<file path="src/rtl/core/sst_pkg.sv">
// Package for the speech segment tracker.
// Holds the shared widths, register indexes, event codes, reset values and the structs
// that pass between the modules. Depends on nothing.
package sst_pkg;

   localparam int PROB_BITS  = 16;
   localparam int TIME_BITS  = 48;
   localparam int TS_BITS    = 48;
   localparam int REL_BITS   = 32;
   localparam int WIN_BITS   = 16;
   localparam int LEN_BITS   = 24;
   localparam int IDLE_BITS  = 32;
   localparam int CSR_DBITS  = 32;
   localparam int CSR_ABITS  = 3;

   typedef enum logic [CSR_ABITS-1:0] {
      REG_THRESHOLD      = 3'd0,
      REG_RELEASE_MARGIN = 3'd1,
      REG_WINDOW_SAMPLES = 3'd2,
      REG_MIN_SILENCE    = 3'd3,
      REG_MIN_SPEECH     = 3'd4,
      REG_IDLE_RESET     = 3'd5
   } csr_index_type;

   typedef enum logic [2:0] {
      EV_NONE    = 3'd0,
      EV_START   = 3'd1,
      EV_END     = 3'd2,
      EV_MANUAL  = 3'd3,
      EV_SILENCE = 3'd4
   } event_type;

   localparam logic [PROB_BITS-1:0] THRESHOLD_RST      = PROB_BITS'(32768);
   localparam logic [PROB_BITS-1:0] RELEASE_MARGIN_RST = PROB_BITS'(9830);
   localparam logic [WIN_BITS-1:0]  WINDOW_SAMPLES_RST = WIN_BITS'(512);
   localparam logic [LEN_BITS-1:0]  MIN_SILENCE_RST    = LEN_BITS'(1600);
   localparam logic [LEN_BITS-1:0]  MIN_SPEECH_RST     = LEN_BITS'(4000);
   localparam logic [IDLE_BITS-1:0] IDLE_RESET_RST     = '0;

   typedef struct packed {
      logic [PROB_BITS-1:0] threshold;
      logic [PROB_BITS-1:0] release_margin;
      logic [WIN_BITS-1:0]  window_samples;
      logic [LEN_BITS-1:0]  silence_len;
      logic [LEN_BITS-1:0]  speech_len;
      logic [IDLE_BITS-1:0] idle_reset_samples;
   } cfg_type;

   typedef struct packed {
      logic                 active;
      logic [REL_BITS-1:0]  pending_end;
      logic [REL_BITS-1:0]  segment_start;
      logic [REL_BITS-1:0]  relative_count;
      logic [TIME_BITS-1:0] global_count;
      logic [TIME_BITS-1:0] last_speech_mark;
   } seg_state_type;

   typedef struct packed {
      event_type            event_res;
      logic [TS_BITS-1:0]   timestamp;
      logic                 long_enough;
      logic                 in_speech;
   } result_type;

endpackage

</file>
<file path="src/rtl/core/speech_segment_tracker.sv">
// Top level of the speech segment tracker: input register, segmentation state,
// result register and configuration registers. Depends on sst_pkg, sst_csr, sst_step.
//
//   channel  direction  handshake            payload
//   req      in         req_valid/req_stall  req_mode, req_speech_prob
//   rsp      out        rsp_valid/rsp_stall  rsp_event_res, rsp_timestamp,
//                                            rsp_long_enough, rsp_in_speech
//   csr      in         csr_we               csr_index, csr_wdata
//
// One transaction per cycle sustained while rsp_stall is low; each request passes
// through the input register, then the result register.
// The segmentation state advances in the same cycle as the result register loads.
// Synchronous reset clears both valid flags, the segmentation state and the
// configuration registers to their defaults.
// rsp_stall, while rsp_valid is set, holds the result register and, once the input
// register is full, raises req_stall in the same cycle.
module speech_segment_tracker
   import sst_pkg::*;
(
   input  logic                 clock,
   input  logic                 reset,
   input  logic                 req_valid,
   output logic                 req_stall,
   input  logic                 req_mode,
   input  logic [PROB_BITS-1:0] req_speech_prob,
   output logic                 rsp_valid,
   input  logic                 rsp_stall,
   output logic [2:0]           rsp_event_res,
   output logic [TS_BITS-1:0]   rsp_timestamp,
   output logic                 rsp_long_enough,
   output logic                 rsp_in_speech,
   input  logic                 csr_we,
   input  logic [CSR_ABITS-1:0] csr_index,
   input  logic [CSR_DBITS-1:0] csr_wdata
);

   cfg_type              cfg;
   logic                 in_valid_ff;
   logic                 in_mode_ff;
   logic [PROB_BITS-1:0] in_prob_ff;
   logic                 rsp_valid_ff;
   result_type           rsp_ff;
   seg_state_type        st_ff;
   seg_state_type        st_in;
   result_type           res_in;
   logic                 out_free;
   logic                 step_fire;
   logic                 req_take;

   sst_csr u_csr (
      .clock     (clock),
      .reset     (reset),
      .csr_we    (csr_we),
      .csr_index (csr_index),
      .csr_wdata (csr_wdata),
      .cfg       (cfg)
   );

   sst_step u_step (
      .cfg     (cfg),
      .st      (st_ff),
      .mode    (in_mode_ff),
      .prob    (in_prob_ff),
      .st_next (st_in),
      .res     (res_in)
   );

   assign out_free  = !rsp_valid_ff || !rsp_stall;
   assign step_fire = in_valid_ff && out_free;
   assign req_stall = in_valid_ff && !out_free;
   assign req_take  = req_valid && !req_stall;

   always_ff @(posedge clock) begin
      if (reset) begin
         in_valid_ff <= 1'b0;
      end else if (req_take) begin
         in_valid_ff <= 1'b1;
      end else if (step_fire) begin
         in_valid_ff <= 1'b0;
      end
   end

   always_ff @(posedge clock) begin
      if (req_take) begin
         in_mode_ff <= req_mode;
         in_prob_ff <= req_speech_prob;
      end
   end

   always_ff @(posedge clock) begin
      if (reset) begin
         rsp_valid_ff <= 1'b0;
      end else if (out_free) begin
         rsp_valid_ff <= in_valid_ff;
      end
   end

   always_ff @(posedge clock) begin
      if (step_fire) begin
         rsp_ff <= res_in;
      end
   end

   always_ff @(posedge clock) begin
      if (reset) begin
         st_ff <= '0;
      end else if (step_fire) begin
         st_ff <= st_in;
      end
   end

   assign rsp_valid       = rsp_valid_ff;
   assign rsp_event_res   = rsp_ff.event_res;
   assign rsp_timestamp   = rsp_ff.timestamp;
   assign rsp_long_enough = rsp_ff.long_enough;
   assign rsp_in_speech   = rsp_ff.in_speech;

   a_start_opens : assert property (@(posedge clock) disable iff (reset)
      (rsp_valid && (rsp_event_res == EV_START)) |-> rsp_in_speech)
      else $error("start transaction without open segment");

   a_close_events : assert property (@(posedge clock) disable iff (reset)
      (rsp_valid && ((rsp_event_res == EV_END) || (rsp_event_res == EV_MANUAL) ||
                     (rsp_event_res == EV_SILENCE))) |-> !rsp_in_speech)
      else $error("closing transaction leaves segment open");

   a_long_only_end : assert property (@(posedge clock) disable iff (reset)
      (rsp_valid && rsp_long_enough) |-> (rsp_event_res == EV_END))
      else $error("long_enough set outside end transaction");

   a_state_matches : assert property (@(posedge clock) disable iff (reset)
      step_fire |=> (rsp_in_speech == st_ff.active))
      else $error("reported speech flag differs from segment state");

endmodule

</file>
<file path="src/rtl/core/sst_csr.sv">
// Configuration registers of the speech segment tracker.
// Depends on sst_pkg for the register indexes, reset values and cfg_type.
module sst_csr
   import sst_pkg::*;
(
   input  logic                 clock,
   input  logic                 reset,
   input  logic                 csr_we,
   input  logic [CSR_ABITS-1:0] csr_index,
   input  logic [CSR_DBITS-1:0] csr_wdata,
   output cfg_type              cfg
);

   cfg_type cfg_ff;
   cfg_type cfg_in;

   always_comb begin
      cfg_in = cfg_ff;
      if (csr_we) begin
         case (csr_index)
            REG_THRESHOLD:      cfg_in.threshold          = csr_wdata[PROB_BITS-1:0];
            REG_RELEASE_MARGIN: cfg_in.release_margin     = csr_wdata[PROB_BITS-1:0];
            REG_WINDOW_SAMPLES: cfg_in.window_samples     = csr_wdata[WIN_BITS-1:0];
            REG_MIN_SILENCE:    cfg_in.silence_len        = csr_wdata[LEN_BITS-1:0];
            REG_MIN_SPEECH:     cfg_in.speech_len         = csr_wdata[LEN_BITS-1:0];
            REG_IDLE_RESET:     cfg_in.idle_reset_samples = csr_wdata[IDLE_BITS-1:0];
            default:            cfg_in = cfg_ff;
         endcase
      end
   end

   always_ff @(posedge clock) begin
      if (reset) begin
         cfg_ff.threshold          <= THRESHOLD_RST;
         cfg_ff.release_margin     <= RELEASE_MARGIN_RST;
         cfg_ff.window_samples     <= WINDOW_SAMPLES_RST;
         cfg_ff.silence_len        <= MIN_SILENCE_RST;
         cfg_ff.speech_len         <= MIN_SPEECH_RST;
         cfg_ff.idle_reset_samples <= IDLE_RESET_RST;
      end else begin
         cfg_ff <= cfg_in;
      end
   end

   assign cfg = cfg_ff;

endmodule

</file>
<file path="src/rtl/core/sst_step.sv">
// Next-state and result logic for one transaction of the speech segment tracker.
// Purely combinational; depends on sst_pkg for the state, config and result types.
module sst_step
   import sst_pkg::*;
(
   input  cfg_type              cfg,
   input  seg_state_type        st,
   input  logic                 mode,
   input  logic [PROB_BITS-1:0] prob,
   output seg_state_type        st_next,
   output result_type           res
);

   logic [TIME_BITS-1:0] glob_n;
   logic [REL_BITS-1:0]  rel_n;
   logic                 is_speech;
   logic                 below_release;
   logic [REL_BITS-1:0]  pend_take;
   logic                 silence_met;
   logic                 long_seg;

   assign glob_n        = st.global_count + TIME_BITS'(cfg.window_samples);
   assign rel_n         = st.relative_count + REL_BITS'(cfg.window_samples);
   assign is_speech     = prob >= cfg.threshold;
   assign below_release = (cfg.threshold >= cfg.release_margin) &&
                          (({1'b0, prob} + {1'b0, cfg.release_margin}) <
                           {1'b0, cfg.threshold});
   assign pend_take     = (st.pending_end == '0) ? rel_n : st.pending_end;
   assign silence_met   = (rel_n - pend_take) >= REL_BITS'(cfg.silence_len);
   assign long_seg      = (pend_take - st.segment_start) >
                          REL_BITS'(cfg.speech_len);

   always_comb begin
      logic [TIME_BITS-1:0] ts;
      st_next         = st;
      res.event_res   = EV_NONE;
      res.long_enough = 1'b0;
      ts              = glob_n;
      if (mode) begin
         st_next.active           = 1'b0;
         st_next.pending_end      = '0;
         st_next.segment_start    = '0;
         st_next.relative_count   = '0;
         st_next.last_speech_mark = st.global_count;
         res.event_res            = EV_MANUAL;
         ts                       = st.global_count;
      end else begin
         st_next.relative_count = rel_n;
         st_next.global_count   = glob_n;
         if (is_speech) begin
            if (!st.active) begin
               st_next.active        = 1'b1;
               st_next.segment_start = st.relative_count;
               res.event_res         = EV_START;
               ts                    = st.global_count;
            end
            st_next.pending_end = '0;
         end else if (st.active && below_release) begin
            st_next.pending_end = pend_take;
            if (silence_met) begin
               res.long_enough          = long_seg;
               res.event_res            = EV_END;
               st_next.active           = 1'b0;
               st_next.pending_end      = '0;
               st_next.segment_start    = '0;
               st_next.relative_count   = '0;
               st_next.last_speech_mark = glob_n;
            end
         end
         if (st_next.active) begin
            st_next.last_speech_mark = glob_n;
         end
         if ((res.event_res == EV_NONE) && !st_next.active &&
             (cfg.idle_reset_samples != '0) &&
             ((glob_n - st_next.last_speech_mark) >=
              TIME_BITS'(cfg.idle_reset_samples))) begin
            st_next.active           = 1'b0;
            st_next.pending_end      = '0;
            st_next.segment_start    = '0;
            st_next.relative_count   = '0;
            st_next.last_speech_mark = glob_n;
            res.event_res            = EV_SILENCE;
         end
      end
      res.timestamp = TS_BITS'(ts);
      res.in_speech = st_next.active;
   end

endmodule
</file>
<file path="config.mk">
export PLATFORM = sky130hd
export DESIGN_NAME = speech_segment_tracker
export DESIGN_NICKNAME = d
export VERILOG_FILES = /design/src/rtl/core/sst_pkg.sv /design/src/rtl/core/speech_segment_tracker.sv /design/src/rtl/core/sst_csr.sv /design/src/rtl/core/sst_step.sv
export SDC_FILE = /design/constraint.sdc
export NUM_CORES = 1
export LEC_CHECK = 0
export ABC_AREA = 1
export BUFFER_PORTS_ARGS = -buffer_cell sky130_fd_sc_hd__buf_2
export CAP_MARGIN = 20
export CORE_UTILIZATION = 45
export DETAILED_ROUTE_END_ITERATION = 10
export PLACE_DENSITY_LB_ADDON = 0.15
export SYNTH_ARGS = -nofsm -noshare
export SYNTH_HDL_FRONTEND = slang
export SYNTH_SLANG_ARGS = --single-unit
</file>
<file path="constraint.sdc">
create_clock -name clock -period 18.16 [get_ports clock]
set_clock_uncertainty 0.05 [all_clocks]
set_input_delay 0.908 -clock clock [delete_from_list [all_inputs] [get_ports clock]]
set_output_delay 0.908 -clock clock [all_outputs]
set_load 0.005 [all_outputs]
</file>
=== Word level (Yosys, flattened, before mapping) ===
Cells that the tools add are included.

* Input port bits: 57
* Register bits: 393
* Output and inout bits: 55
* Word-level logic and storage cells: 99

* Bitwise gates (word level): 3
* Equal/unequal tests: 6
* $add $sub $neg: 6
* Magnitude comparators: 6
* Reduce and logical (&&, ||, !) cells: 31
* Multiplexer cells: 27

{| class="wikitable"
|+ Operator list
! kind !! number
|-
| 48-bit 2-to-1 mux || 10
|-
| 97-bit 2-to-1 mux || 4
|-
| 65-bit 2-to-1 mux || 2
|-
| 32-bit 2-to-1 mux || 3
|-
| 32-bit subtractor || 2
|-
| 48-bit by 16-bit adder with 48-bit output || 1
|-
| 48-bit by 32-bit >= comparator with 1-bit output || 1
|-
| 48-bit subtractor || 1
|-
| 32-bit by 16-bit adder with 32-bit output || 1
|-
| 16-bit >= comparator || 2
|-
| 32-bit by 24-bit >= comparator with 1-bit output || 1
|-
| 32-bit by 24-bit greater-than comparator with 1-bit output || 1
|-
| 32-bit zero test || 1
|-
| 32-bit nonzero test || 1
|-
| 16-bit by 16-bit adder with 17-bit output || 1
|-
| 17-bit by 16-bit less-than comparator with 1-bit output || 1
|-
| 2-bit AND reduction || 8
|-
| 3-bit 2-to-1 mux || 3
|-
| 1-bit logical AND || 8
|-
| 4-bit nonzero test || 2
|-
| 3-bit by 2-bit == test with 1-bit output (second input constant) || 2
|-
| 3-bit == test (second input constant) || 2
|-
| 3-bit zero test || 2
|-
| 1-bit zero test || 5
|-
| other kinds (9) || 14
|}

=== Longest topological paths before layout ===
* Depth after elaboration: 15
* Gate-level depth with buffers: 48
* Gate-level depth less buffers: 47

=== Modules after synthesis ===
Synthesis repeated with hierarchy kept, for this count alone.

* Cells, all modules: 5281
* Area, all modules: 33530.9 µm²

{| class="wikitable"
|+ By module, submodules not included
! module !! area each (µm²) !! times used !! cells each !! seq. area each (µm²)
|-
| sst_step || 17604.4 || 1 || 3207 || 0.0
|-
| speech_segment_tracker || 10812.9 || 1 || 1347 || 6005.8
|-
| sst_csr || 5113.7 || 1 || 727 || 2562.5
|}

=== Least setup slack after synthesis ===
OpenSTA, ideal clock, no wires.

* Kind: register to register
* From: register in_prob_ff[1]
* To: register st_ff[38] in the netlist's numbering
* Cell stages (with the launch flop): 45
* Path buffers: 3
* Clock period less this slack: 5.894 ns
* Slack: 12.266 ns
* Required time: 18.044 ns
* Data arrival time: 5.778 ns
* Library setup time: 0.066 ns
* Cells stage by stage: edfxtp_1 > ha_1 > a21oi_1 > o21ai_0 > nand2_1 > nand2_1 > a21boi_0 > nand3_1 > inv_2 > clkbuf_1 > nand2_1 > o21ai_0 > ha_1 > inv_1 > fa_1 > nand2_1 > clkinv_1 > nand2_1 > [... 9 more ...] > nand2_1 > nor2_1 > nand4_1 > nor4_1 > a21oi_1 > nand3_1 > nor2_1 > nand3_1 > nor2_1 > nand4_1 > nand2_2 > nor2_2 > buf_4 > buf_4 > nand2_1 > o211ai_1 > o211ai_1 > inv_1

* Cells in the longest elaborated chain, start to end: 14
* Elaborated cells on any way between the ends: 24
* Classes of those cells: add/sub: 2; order compare: 3; mux: 12; reduce/logical: 7

{| class="wikitable"
|+ Ends and longest elaborated chain
! item !! line !! RTL
|-
| from (decl) || speech_segment_tracker.sv:40 || <nowiki>logic [PROB_BITS-1:0] in_prob_ff;</nowiki>
|-
| from (signal assigned) || speech_segment_tracker.sv:86 || <nowiki>in_prob_ff <= req_speech_prob;</nowiki>
|-
| 16-bit by 16-bit adder with 17-bit output || sst_step.sv:26 || <nowiki>(({1'b0, prob} + {1'b0, cfg.release_margin}) <</nowiki>
|-
| 17-bit by 16-bit less-than comparator with 1-bit output || sst_step.sv:26 ||
|-
| 1-bit logical AND || sst_step.sv:25 || <nowiki>assign below_release = (cfg.threshold >= cfg.release_margin) &&</nowiki>
|-
| 1-bit logical AND || sst_step.sv:58 || <nowiki>end else if (st.active && below_release) begin</nowiki>
|-
| 97-bit 2-to-1 mux || sst_step.sv:58 ||
|-
| 65-bit 2-to-1 mux || sst_step.sv:50 || <nowiki>if (is_speech) begin</nowiki>
|-
| 65-bit 2-to-1 mux || sst_step.sv:39 || <nowiki>if (mode) begin</nowiki>
|-
| 48-bit 2-to-1 mux || sst_step.sv:70 || <nowiki>if (st_next.active) begin</nowiki>
|-
| 48-bit 2-to-1 mux || sst_step.sv:39 ||
|-
| 48-bit subtractor || sst_step.sv:75 || <nowiki>((glob_n - st_next.last_speech_mark) >=</nowiki>
|-
| 48-bit by 32-bit >= comparator with 1-bit output || sst_step.sv:75 ||
|-
| 1-bit logical AND || sst_step.sv:74 || <nowiki>(cfg.idle_reset_samples != '0) &&</nowiki>
|-
| 48-bit 2-to-1 mux (*) || sst_step.sv:73 || <nowiki>if ((res.event_res == EV_NONE) && !st_next.active &&</nowiki>
|-
| 48-bit 2-to-1 mux (*) || sst_step.sv:39 ||
|-
| to (signal assigned) || speech_segment_tracker.sv:108 || <nowiki>st_ff <= st_in;</nowiki>
|-
| to (decl) || speech_segment_tracker.sv:43 || <nowiki>seg_state_type st_ff;</nowiki>
|}

Every way passes the cells marked *; elsewhere a longest branch is shown, timed or not. The select of a mux whose other input is x is not followed.
A chain may end at the register's enable or synchronous reset.

=== Worst setup path after layout ===
* From: register u_csr.cfg_ff, in the netlist u_csr.cfg[127]
* To: register st_ff[136] in the netlist's numbering

* Cells in the longest elaborated chain, start to end: 13
* Elaborated cells on any way between the ends: 28
* Classes of those cells: add/sub: 1; order compare: 4; eq/ne: 1; mux: 12; reduce/logical: 10

{| class="wikitable"
|+ Ends and longest elaborated chain
! item !! line !! RTL
|-
| from (decl) || sst_csr.sv:14 || <nowiki>cfg_type cfg_ff;</nowiki>
|-
| from (signal assigned) || sst_csr.sv:41 || <nowiki>cfg_ff <= cfg_in;</nowiki>
|-
| 17-bit by 16-bit less-than comparator with 1-bit output / 16-bit >= comparator (equally long branches) || sst_step.sv:26, sst_step.sv:25 ||
|-
| 1-bit logical AND || sst_step.sv:25 ||
|-
| 1-bit logical AND || sst_step.sv:58 ||
|-
| 97-bit 2-to-1 mux || sst_step.sv:58 ||
|-
| 65-bit 2-to-1 mux || sst_step.sv:50 ||
|-
| 65-bit 2-to-1 mux || sst_step.sv:39 ||
|-
| 48-bit 2-to-1 mux || sst_step.sv:70 ||
|-
| 48-bit 2-to-1 mux || sst_step.sv:39 ||
|-
| 48-bit subtractor || sst_step.sv:75 ||
|-
| 48-bit by 32-bit >= comparator with 1-bit output || sst_step.sv:75 ||
|-
| 1-bit logical AND || sst_step.sv:74 ||
|-
| 4-bit inequality test (no source line) (tied with other cells) || - ||
|-
| 4-bit AND reduction (no source line) / 97-bit 2-to-1 mux (equally long branches) || - ||
|}

Several ways; a longest one is shown, not always the timed one. The select of a mux whose other input is x is not followed.

==> results by group <==
Cells and area
  • Area growth, synth to finish: 9.90%
  • FILL cells: between 6000 and 7000
  • Final instance area: between 30000 and 40000 um^2
  • Share of post-route cells with drive strength above 1: 0.0676
  • # nets final: around 4600

Clock tree
  • TritonCTS clock tree: built
  • Post-CTS Setup Inserts: 0
  • CTS Hold Bufs: 0
  • H-tree depth: 2
  • CTS buffer count: 47
  • CTS Buffer Depth: 3
  • CTS clk-pin slew, worst paths: roughly 0.06 ns
  • CTS root buffer: clkbuf_16
  • CTS Sinks: approximately 390
  • Post-CTS sizing: 0
  • Clk Latency, worst-skew pair: 0.63 ns

Setup path
  • CP required: 18.60 ns
  • Largest delay contributor family on the critical path: simple AND/OR/NAND/NOR gates
  • Critical path class: reg -> reg
  • CP Capture Type: flop
  • Worst Path Buf+Inv: 5
  • CP most frequent cell: nand2_1
  • CP peak stage delay: 0.63 ns
  • Worst Path Arrival: about 9 ns
  • Reg2Reg Setup Slack: about 9.4 ns
  • Startpoint types: flop
  • Peak fanout along the critical path: 64
  • Slowest cell on the critical path: inv_2

Synthesis
  • Syn avg cell area: 6.92 um^2
  • Ys async rst share: 0
  • Top FF cell, synth: dfxtp_1
  • Unique masters post-synth: 55
  • Mapped cell area: a little under 30000 um^2
  • Seq cells post-synth: between 300 and 400
  • Syn Nets: between 4000 and 5000
  • EDFF count, synth: 70
  • Synth Warn #: 0
  • Seq/Total Area, Yosys: 0.292
  • Cells after Synth: around 4200

Floorplanning
  • Row Count: between 90 and 100
  • Die width: ~260 um
  • DIE AREA: around 66000 um^2
  • Initial Util: 0.455
  • Top-Level Pins: ~110
  • Core area: around 64000 um^2
  • Die H: between 200 and 300 um

GRT
  • Pin count of the biggest net entering global routing: 84
  • Vias in the first global route: ~26000
  • Initial antenna violation count: 7
  • Overflow left after global routing: 0
  • GRT Util Overall: 0.288
  • First-pass GRT wire length: around 150 mm

Placed design
  • Final HPWL DP: 75.6 mm
  • Placed Area: 30500 um^2
  • Port bufs: 111
  • DP Worst Slack: between 9 and 10 ns
  • Global placement routability congestion: 0.978

Routing
  • Vias: 28311
  • Pre-Repair DR Iteration Count: 5
  • DR WL met3: approximately 5.8 mm
  • WL met2: about 45 mm
  • DRT Wirelength: a little under 100 mm
  • Top sig layer: met4
  • DRC Markers: 0
  • Initial DRC count: around 2200
  • Post-DR vias/cell: around 5.5
  • WL met1: approximately 41 mm
  • Drt wl/cell: ~19 um
  • DRT antenna net count: 0

STA
  • Slack of the critical path: 9.40 ns
  • Period Utilization, post-route: 0.482
  • Final Hold Violating Endpoints: 0
  • Slew Viols, Final: 0
  • Tmin final: 8.76 ns
  • Unrepaired setup endpoints after global routing: false
  • Setup TNS Final: 0 ns
  • Tightest Pin Transition: roughly 1 ns
  • Slew headroom: 0.330
  • Worst hold slack: 0.406 ns
  • Fmax: ~110 MHz
  • Final setup fails: 0

Power
  • Pint: roughly 1.9 mW
  • Clock group share of total power: 0.337
  • Sw Ratio: 0.377
  • NetSw: approximately 1.1 mW
  • Seq pwr share: 0.316
  • Total Power: a little over 3 mW
  • Pwr dens: ~94 nW/um^2
  • Max IR drop VDD: 0.0779 mV
  • Leak: 15.2 nW
  • Comb pwr share: 0.347

Status
  • Status: completed

Min path
  • Worst Hold Class: in -> reg

Run
  • Max_cap viols: 0
## kinds of logic (layout without fill, tap and decap cells)
group,after synthesis,after routing,share of synthesized area
AND/OR/NAND/NOR,1532,1532,0.220
AO/OA/AOI/OAI,1065,1065,0.201
buffers and inverters,761,842,0.101
other,0,3,0
adder cells (fa/ha/maj),292,292,0.126
multiplexers,22,22,0.00751
XOR/XNOR,173,173,0.0516
flip-flops,393,393,0.292
## area by class of cell
type / instances / area [um^2] / area share
multi-input combinational: 3084 / 17800 / 0.553
sequential: 393 / 8570 / 0.266
inverter: 617 / 2320 / 0.0720
clock buffer: 61 / 1310 / 0.0406
tap: 855 / 1070 / 0.0332
timing repair buffer: 138 / 800 / 0.0248
clock inverter: 26 / 348 / 0.0108
antenna: 3 / 7.51 / 0.000233
## synthesized netlist by cell type (all sizes together), types with 2 or more instances
library cell	instances	share of area
nand2	834	0.11
inv	613	0.078
a21oi	519	0.090
nor2	379	0.050
o21ai	341	0.058
dfxtp	323	0.22
ha	286	0.12
nand3	174	0.032
xor2	132	0.039
clkbuf	108	0.014
o211ai	105	0.027
edfxtp	70	0.072
nor3	55	0.010
nand4	49	0.011
xnor2	41	0.012
buf	36	0.0087
nor4	25	0.0055
mux2i	22	0.0075
a31oi	20	0.0043
o21a	14	0.0036
o21bai	14	0.0036
a21o	12	0.0031
a211oi	11	0.0028
a21boi	9	0.0023
nand3b	7	0.0018
fa	6	0.0041
and3	4	0.00085
clkinv	4	0.00051
o221ai	4	0.0012
o31ai	4	0.0010
a31o	3	0.00090
and2	3	0.00064
o2111ai	3	0.00090
nor3b	2	0.00051
o311ai	2	0.00060
## metrics by stage
| stage | std cells | utilization |
|---|---|---|
| final | 5177 | 0.500 |
| after global placement | 5084 | 0.473 |
| after floorplan | 4238 | - |
| after global routing | 5174 | 0.500 |
| after detailed placement | 5084 | 0.473 |
| after CTS | 5171 | 0.499 |
## state kept, by name, indices dropped and copies added, names as in the netlist
signal           count
rsp_timestamp       48
u_csr.cfg          128
in_prob_ff          16
rsp_event_res        3
in_valid_ff          1
rsp_in_speech        1
st_ff              193
rsp_long_enough      1
in_mode_ff           1
rsp_valid            1
## worst reg2reg max path, delay by kind of cell, from the launching register on
kind | cells | cell delay, ns
XOR/XNOR | 1 | 0.18
adder cells (fa/ha/maj) | 4 | 1.37
buffers and inverters | 5 | 1.22
flip-flops | 1 | 0.33
AO/OA/AOI/OAI | 9 | 1.83
AND/OR/NAND/NOR | 26 | 3.64
## worst paths after layout
check | start | depth (start not counted) | endpoint
max reg2reg | u_csr.cfg[127]$_SDFFE_PP1P_ | 45 | st_ff[136]$_SDFFE_PP0P_
min | req_speech_prob[14] | 1 | in_prob_ff[14]$_DFFE_PP_
min reg2reg | u_csr.cfg[74]$_SDFFE_PP0P_ | 2 | u_csr.cfg[74]$_SDFFE_PP0P_
max | u_csr.cfg[127]$_SDFFE_PP1P_ | 45 | st_ff[136]$_SDFFE_PP0P_
## routing by layer
metal / GRT usage / vias to the layer above
li1: - / 14247
met1: 0.364 / 12969
met2: 0.482 / 847
met3: 0.0335 / 248
met4: 0.149 / 0
met5: 0 / -
## cells in the final DEF (no fill, tap or decap), drive strengths merged, types with 9 or more instances in the layout
cell | netlist | routed
a31oi | 20 | 20
o211ai | 105 | 105
nand3 | 174 | 174
a211oi | 11 | 11
clkinv | 4 | 15
edfxtp | 70 | 70
nor3 | 55 | 55
nand4 | 49 | 49
inv | 613 | 618
a21o | 12 | 12
o21a | 14 | 14
clkbuf | 108 | 62
dfxtp | 323 | 323
a21oi | 519 | 519
o21ai | 341 | 341
a21boi | 9 | 9
buf | 36 | 137
ha | 286 | 286
nand2 | 834 | 834
mux2i | 22 | 22
nor4 | 25 | 25
xnor2 | 41 | 41
o21bai | 14 | 14
xor2 | 132 | 132
nor2 | 379 | 379
## power by group through the flow
stage	Combinational, mW	Sequential (mW)	Clock (mW)
floorplan	0.736	0.965	0
global placement	1.03	0.973	0
detailed placement	1.03	0.973	0
CTS	1.04	0.954	1.04
global route	1.17	0.958	1.07
finish	1.05	0.954	1.02
Note: power is estimated with default switching activity, not from simulation.
